## config.mk

```make
export PLATFORM = sky130hd
export DESIGN_NAME = gtp_step_map
export DESIGN_NICKNAME = d
export VERILOG_FILES = /design/src/glyph_to_page_framebuffer_top_defines.svh /design/src/gtp_pkg.sv /design/src/gtp_step_map.sv
export SDC_FILE = /design/constraint.sdc
export NUM_CORES = 1
export LEC_CHECK = 0
export ABC_AREA = 0
export BUFFER_PORTS_ARGS = -buffer_cell sky130_fd_sc_hd__buf_2
export CORE_MARGIN = 5
export CORE_UTILIZATION = 45
export DETAILED_ROUTE_END_ITERATION = 6
export GPL_ROUTABILITY_DRIVEN = 0
export PLACE_DENSITY = 0.85
export SYNTH_ARGS = -nofsm -noshare
export SYNTH_HDL_FRONTEND = slang
export SYNTH_SLANG_ARGS = --single-unit
```

## constraint.sdc

```tcl
create_clock -name vclk -period 5.05
set_input_delay 0.7575 -clock vclk [all_inputs]
set_output_delay 0.7575 -clock vclk [all_outputs]
set_load 0.01 [all_outputs]
```

## src/glyph_to_page_framebuffer_top_defines.svh

```systemverilog
// Assertion macros for the glyph frame store block.
// Included by the top level; depends on nothing else.
`ifndef GLYPH_TO_PAGE_FRAMEBUFFER_TOP_DEFINES_SVH
`define GLYPH_TO_PAGE_FRAMEBUFFER_TOP_DEFINES_SVH

// The consequent must hold in the same cycle as the antecedent.
`define GTP_ASSERT_IMPLIES(label, clk, rst, ante, cons, msg) \
  label: assert property (@(posedge clk) disable iff (rst) (ante) |-> (cons)) \
    else $error(msg);

// The consequent must hold in the cycle after the antecedent.
`define GTP_ASSERT_NEXT(label, clk, rst, ante, cons, msg) \
  label: assert property (@(posedge clk) disable iff (rst) (ante) |=> (cons)) \
    else $error(msg);

`endif

```

## src/gtp_pkg.sv

```systemverilog
// Shared types, command codes and the 5x7 font table of the glyph frame store.
// Used by gtp_step_map and glyph_to_page_framebuffer_top; depends on nothing.
`timescale 1ns / 1ps

package gtp_pkg;

  typedef enum logic [1:0] {
    CMD_DRAW_AT     = 2'd0,
    CMD_DRAW_CURSOR = 2'd1,
    CMD_CLEAR       = 2'd2,
    CMD_READ        = 2'd3
  } cmd_t;

  typedef enum logic [2:0] {
    ST_INIT,
    ST_IDLE,
    ST_DRAW,
    ST_CLEAR,
    ST_FINISH
  } state_t;

  typedef struct packed {
    logic       hit;
    logic [7:0] mask;
  } step_map_t;

  localparam int GLYPH_W       = 5;
  localparam int GLYPH_H       = 7;
  localparam int GLYPH_ADVANCE = 6;
  localparam int CURSOR_MAX    = 255;
  localparam int DRAW_STEPS    = 2 * GLYPH_H;

  localparam logic [7:0] FIRST_CODE = 8'd32;
  localparam logic [7:0] LAST_CODE  = 8'd126;
  localparam logic [7:0] SUBST_CODE = 8'd63;

  // One entry per printable code; byte n holds glyph column n, bit 0 at the top row.
  localparam logic [39:0] GLYPH_ROM [0:94] = '{
    40'h0000000000, 40'h00005F0000, 40'h0007000700, 40'h147F147F14,
    40'h122A7F2A24, 40'h6264081323, 40'h5022554936, 40'h0000030500,
    40'h0041221C00, 40'h001C224100, 40'h14083E0814, 40'h08083E0808,
    40'h0000305000, 40'h0808080808, 40'h0000606000, 40'h0204081020,
    40'h3E4549513E, 40'h00407F4200, 40'h4649516142, 40'h314B454121,
    40'h107F121418, 40'h3945454527, 40'h3049494A3C, 40'h0305097101,
    40'h3649494936, 40'h1E29494906, 40'h0000363600, 40'h0000365600,
    40'h0041221408, 40'h1414141414, 40'h0814224100, 40'h0609510102,
    40'h3E41794932, 40'h7E1111117E, 40'h364949497F, 40'h224141413E,
    40'h1C2241417F, 40'h414949497F, 40'h010909097F, 40'h7A4949413E,
    40'h7F0808087F, 40'h00417F4100, 40'h013F414020, 40'h412214087F,
    40'h404040407F, 40'h7F020C027F, 40'h7F1008047F, 40'h3E4141413E,
    40'h060909097F, 40'h5E2151413E, 40'h462919097F, 40'h3149494946,
    40'h01017F0101, 40'h3F4040403F, 40'h1F2040201F, 40'h3F4038403F,
    40'h6314081463, 40'h0708700807, 40'h4345495161, 40'h0041417F00,
    40'h2010080402, 40'h007F414100, 40'h0402010204, 40'h4040404040,
    40'h0004020100, 40'h7854545420, 40'h384444487F, 40'h2044444438,
    40'h7F48444438, 40'h1854545438, 40'h0201097E08, 40'h3E5252520C,
    40'h780404087F, 40'h00407D4400, 40'h003D444020, 40'h004428107F,
    40'h00407F4100, 40'h780418047C, 40'h780404087C, 40'h3844444438,
    40'h081414147C, 40'h7C18141408, 40'h080404087C, 40'h2054545448,
    40'h2040443F04, 40'h7C2040403C, 40'h1C2040201C, 40'h3C4030403C,
    40'h4428102844, 40'h3C5050500C, 40'h444C546444, 40'h0041360800,
    40'h00007F0000, 40'h0008364100, 40'h0810080810
  };

  function automatic logic [39:0] glyph_lookup(input logic [7:0] code);
    logic [7:0] c;
    c = code;
    if (c < FIRST_CODE || c > LAST_CODE) begin
      c = SUBST_CODE;
    end
    return GLYPH_ROM[7'(c - FIRST_CODE)];
  endfunction

endpackage

```

## src/gtp_step_map.sv

```systemverilog
// Maps one step of a glyph draw (glyph row and page half) to a frame byte
// address and an OR mask, with panel clipping. Depends on gtp_pkg.
`timescale 1ns / 1ps

module gtp_step_map
  import gtp_pkg::*;
#(
  parameter int PANEL_COLS = 64,
  parameter int PANEL_ROWS = 128,
  parameter int ADDR_W     = 10
) (
  input  logic signed [8:0] draw_x,
  input  logic signed [8:0] draw_y,
  input  logic [39:0]       glyph,
  input  logic [3:0]        step,
  output step_map_t         map,
  output logic [ADDR_W-1:0] addr
);

  localparam int PAGE_COUNT = (PANEL_ROWS + 7) / 8;
  localparam int ROW_REM    = PANEL_ROWS % 8;
  localparam logic [7:0] LAST_MASK = (ROW_REM == 0) ? 8'hFF : 8'((1 << ROW_REM) - 1);
  localparam int SW = 12;

  logic [2:0]           row;
  logic [GLYPH_W-1:0]   row_bits;
  logic [15:0]          window;
  logic [7:0]           mask;
  logic signed [SW-1:0] ly;
  logic signed [SW-1:0] pc;
  logic signed [SW-1:0] page;
  logic                 col_ok;
  logic                 page_ok;

  always_comb begin
    row = step[3:1];
    for (int c = 0; c < GLYPH_W; c++) begin
      row_bits[c] = glyph[c * 8 + int'(row)];
    end
    window = 16'(row_bits) << draw_x[2:0];

    ly   = SW'(draw_y) + $signed({{(SW - 3){1'b0}}, row});
    pc   = SW'(PANEL_COLS - 1) - ly;
    page = SW'(draw_x >>> 3) + $signed({{(SW - 1){1'b0}}, step[0]});

    col_ok  = (pc >= 0) && (pc < SW'(PANEL_COLS));
    page_ok = (page >= 0) && (page < SW'(PAGE_COUNT));

    mask = step[0] ? window[15:8] : window[7:0];
    if (page == SW'(PAGE_COUNT - 1)) begin
      mask = mask & LAST_MASK;
    end

    map.hit  = col_ok && page_ok && (mask != 8'd0);
    map.mask = mask;
    addr     = ADDR_W'(page) * ADDR_W'(PANEL_COLS) + ADDR_W'(pc);
  end

endmodule

```

======== Yosys cells after proc, flatten, opt, wreduce, memory -nomap -nowiden ========
Index checks and enable logic that the tools add are counted.
word-level totals
  register bits ........................... 0
  word-level logic and storage cells ...... 38
  input bits .............................. 62
cells by class
  shift operators ......................... 1
  $lt $le $gt $ge ......................... 9
  muxes and demuxes ....................... 15
  reduce and logical (&&, ||, !) cells .... 5
  add/subtract/negate cells ............... 8
operator list
  cell                   number
  $bmux 1 s6             4
  $shl 5x3->16           1
  $lt 6x7->1 const B     2
  $add 5x3->6 const A    2
  $ge 11x1->1 const B    1
  $lt 11x8->1 const B    1
  $sub 7x10->11 const A  1
  $add 10x10->10         1
  $add 9x4->10           1
  $mux 1                 9
  $mux 8                 1
  $reduce_bool 8->1      1
  $add 6x2->7            1
  $add 6x3->7 const A    1
  $ge 7x1->1 const B     1
  $lt 3x7->1 const B     1
  $lt 5x7->1 const B     1
  $lt 7x6->1 const B     1
  $lt 7x7->1 const B     1
  $add 4x3->5 const A    1
  $logic_and 1x1->1      4
  $bmux 1 s3             1

======== Longest topological paths before layout ========
  depth after elaboration ................. 8
  depth in mapped cells ................... 15
  gate-level depth less buffers ........... 15

======== Worst setup path before layout ========
Ideal clock, no wire load.
  path kind ............................... input to output
  start ................................... input step[3]
  end ..................................... output addr[9]
  path slack .............................. 0.718 ns
  stages on the path ...................... 15
  buffers on the path ..................... 1
  required time ........................... 4.293 ns
  arrival time ............................ 3.574 ns
  path through ............................ buf_2 -> inv_1 -> ha_1 -> fa_1 -> a21o_1 -> a21oi_1 -> o21bai_1 -> a21oi_1 -> xnor2_1 -> inv_1 -> ha_1 -> a21o_1 -> a21oi_1 -> xnor2_1 -> xnor2_1
between the ends
  word-level cells in the longest chain between the ends .. 3
ends and longest elaborated chain
  item            line                source
  from (decl)     gtp_step_map.sv:15  input logic [3:0] step,
  $add 9x4->10    gtp_step_map.sv:42  ly = SW'(draw_y) + $signed({{(SW - 3){1'b0}}, row});
  $sub 7x10->11   gtp_step_map.sv:43  pc = SW'(PANEL_COLS - 1) - ly;
  $add 10x10->10  gtp_step_map.sv:56  addr = ADDR_W'(page) * ADDR_W'(PANEL_COLS) + ADDR_W'(pc);
  to (decl)       gtp_step_map.sv:17  output logic [ADDR_W-1:0] addr
No other way between the ends.

======== Worst setup path after layout ========
  start ................................... input step[2]
  end ..................................... output addr[9]
The elaborated chain is that of the path after synthesis.

==> results.cfg <==
[run_status]
outcome = finished, final reports clean

[sta]
min_period_over_period = 0.9418
finalSetupViolations = 0
tns_ns = 0
hold_viol = 0
tightest_slew_ns = 0.3816
maxSlewViolCount = 0
slew_headroom = 0.7433
min_period_ns = 4.756
rsz0062_at_grt = no
fmax_ghz = 0.2103

[synthesis]
synth-simple-area-share = 0.1436
synth_top_area_frac = 0.1756
synthXorXnorAreaFrac = 0.08678
synth_cell_type_count = 46
synth_most_common_cell = inv_1
synth_warnings = 0
syn-cell-area_mm2 = 0.001211
syn_avg_cell_area_um2 = 8.777
syn_nets = 219
syn_inst = 138
yosys.area.top_type = ha_1
synthTopCellsByCount = inv_1 (21), ha_1 (17), xnor2_1 (8), mux4_1 (7), a21oi_1 (6)
ys_seq_area_frac = 0
synth_compound_area_frac = 0.2107
ys_top_cells_by_area = ha_1 (18%), mux4_1 (15%), inv_1 (6.5%)
synth-adder-area-share = 0.2087
synth_top_family_by_area = multiplexers
synth.area.mux_share = 0.2593

[power_and_ir_drop]
power_density_mw_per_mm2 = 126.3
p_leak_nw = 0.9200
vdd_drop_max_mv = 0.1094

[detailed_routing]
drc_errors = 0
drt-met1-wl_um = 1337
antenna_left = 0
met3_length_um = 293
top_layer = met4
avgRoutedWirePerCell_um = 14.00
routed_wl_um = 3417
wl_met2_um = 1737
vias = 1334
viasPerCell = 5.467
first_iter_violations = 24
dr.pass1.iters = 4

[worst_setup_path]
worst-path-max-fanout = 6
crit_arrival_ns = 4.00
criticalPathCategory = input port to output port
start_kind = input port
end_kind = output port
worstPathRequired_ns = 4.29

[global_route]
grt_antenna_before_repair = 0
grt_pass1_vias = 1277
overflow = 0
grt_pass1_wl_um = 5306
grt_max_degree = 14
grtUsageTotal = 0.1771

[floorplanning]
die_x_um = 61.88
dieArea_mm2 = 0.003829
io_pins = 81
die_h_um = 61.88
start_util = 0.4802
row_count = 18
core_area_mm2 = 0.002522

[final_layout]
nets = 297
finalInstanceArea_mm2 = 0.001642
area_growth_pct = 35.54
clock_buffers = 0
fillers = 208
design.seq.count = 0
ff_latch_area_um2 = 0
diodes = 0
drive_gt1_frac = 0.4439

[hold_path]
hold_path_class = input port to output port

[run]
drv_cap = 0

[placed_design]
place_hpwl_um = 3091
place_area_mm2 = 0.001630
io_buffers = 81

[cts]
post_cts_buffers = 0
## metal layers
layer  vias to the layer above  GRT usage
met5                         -          0
met4                         0    0.02727
met3                         6    0.02479
met2                        54     0.3303
met1                       603     0.2185
li1                        671          -
## per-stage QoR
stage | hold WS (ns) | worst slack, ns | util | power (W) | std cells
3_5_place_dp | 1.877 | 0.2611 | 0.6463 | 0.0002054 | 244
5_1_grt | 1.903 | 0.05148 | 0.6508 | 0.0002306 | 244
3_3_place_gp | 1.870 | 0.4064 | 0.6463 | 0.0002014 | 244
4_1_cts | 1.879 | 0.2542 | 0.6463 | 0.0002065 | 244
6_report | 1.874 | 0.2940 | 0.6508 | 0.0002073 | 244
2_1_floorplan | 1.663 | 0.7182 | - | 0.0001329 | 138
## kinds of logic after synthesis
group | after synthesis
fa+ha+maj | 19
mux | 17
simple gates | 32
compound gates | 31
buf+inv | 27
xor+xnor | 12
## power breakdown
group | internal (W) | switching [W] | total [W]
registers | 0 | 0 | 0
logic | 0.000102 | 0.000105 | 0.000207
clock network | 0 | 0 | 0
## path summary, 6_finish.rpt
path,depth (start not counted),startpoint,to,slack [ns]
setup / recovery,17,step[2],addr[9],0.29
hold / removal,4,step[1],addr[0],1.87
## final cells by class
class / instances / area (um2) / share of cell area
well taps: 30 / 37.54 / 0.02287
multi-input cells: 111 / 1112 / 0.6776
repair buffers: 82 / 412.9 / 0.2515
inverters: 21 / 78.83 / 0.04802
## timing repair
item / in CTS / in global routing
endpoints found under the setup margin: 0 / 1
hold buffers: 0 / 0
resized for setup: 0 / 2
## cell usage in the layout (no fill, tap or decap), types with 2 or more instances in the layout
cell type,instances
a211o_1,2
a21o_1,5
a21oi_1,5
buf_2,81
fa_1,2
ha_1,17
inv_1,21
mux2_2,3
mux2i_1,4
mux4_1,7
mux4_2,2
nand2_1,5
nand2b_1,4
nand3_1,3
nand3b_1,2
nor2_1,5
nor3_1,2
nor4_1,3
o21bai_1,2
o22ai_1,2
or2_2,2
xnor2_1,7
xor2_1,4
## worst max-delay path: stages
cell and delay [ns]:
buf_2 0.13, inv_1 0.16, ha_1 0.26, ha_1 0.23, fa_1 0.40, a21o_1 0.19
a21oi_1 0.24, o21bai_1 0.13, a21oi_2 0.22, xnor2_2 0.17, inv_1 0.07, ha_1 0.27
a21o_1 0.18, a21oi_1 0.19, xnor2_1 0.15, xnor2_1 0.13, buf_2 0.14
Power figures use the tool's default switching activity.
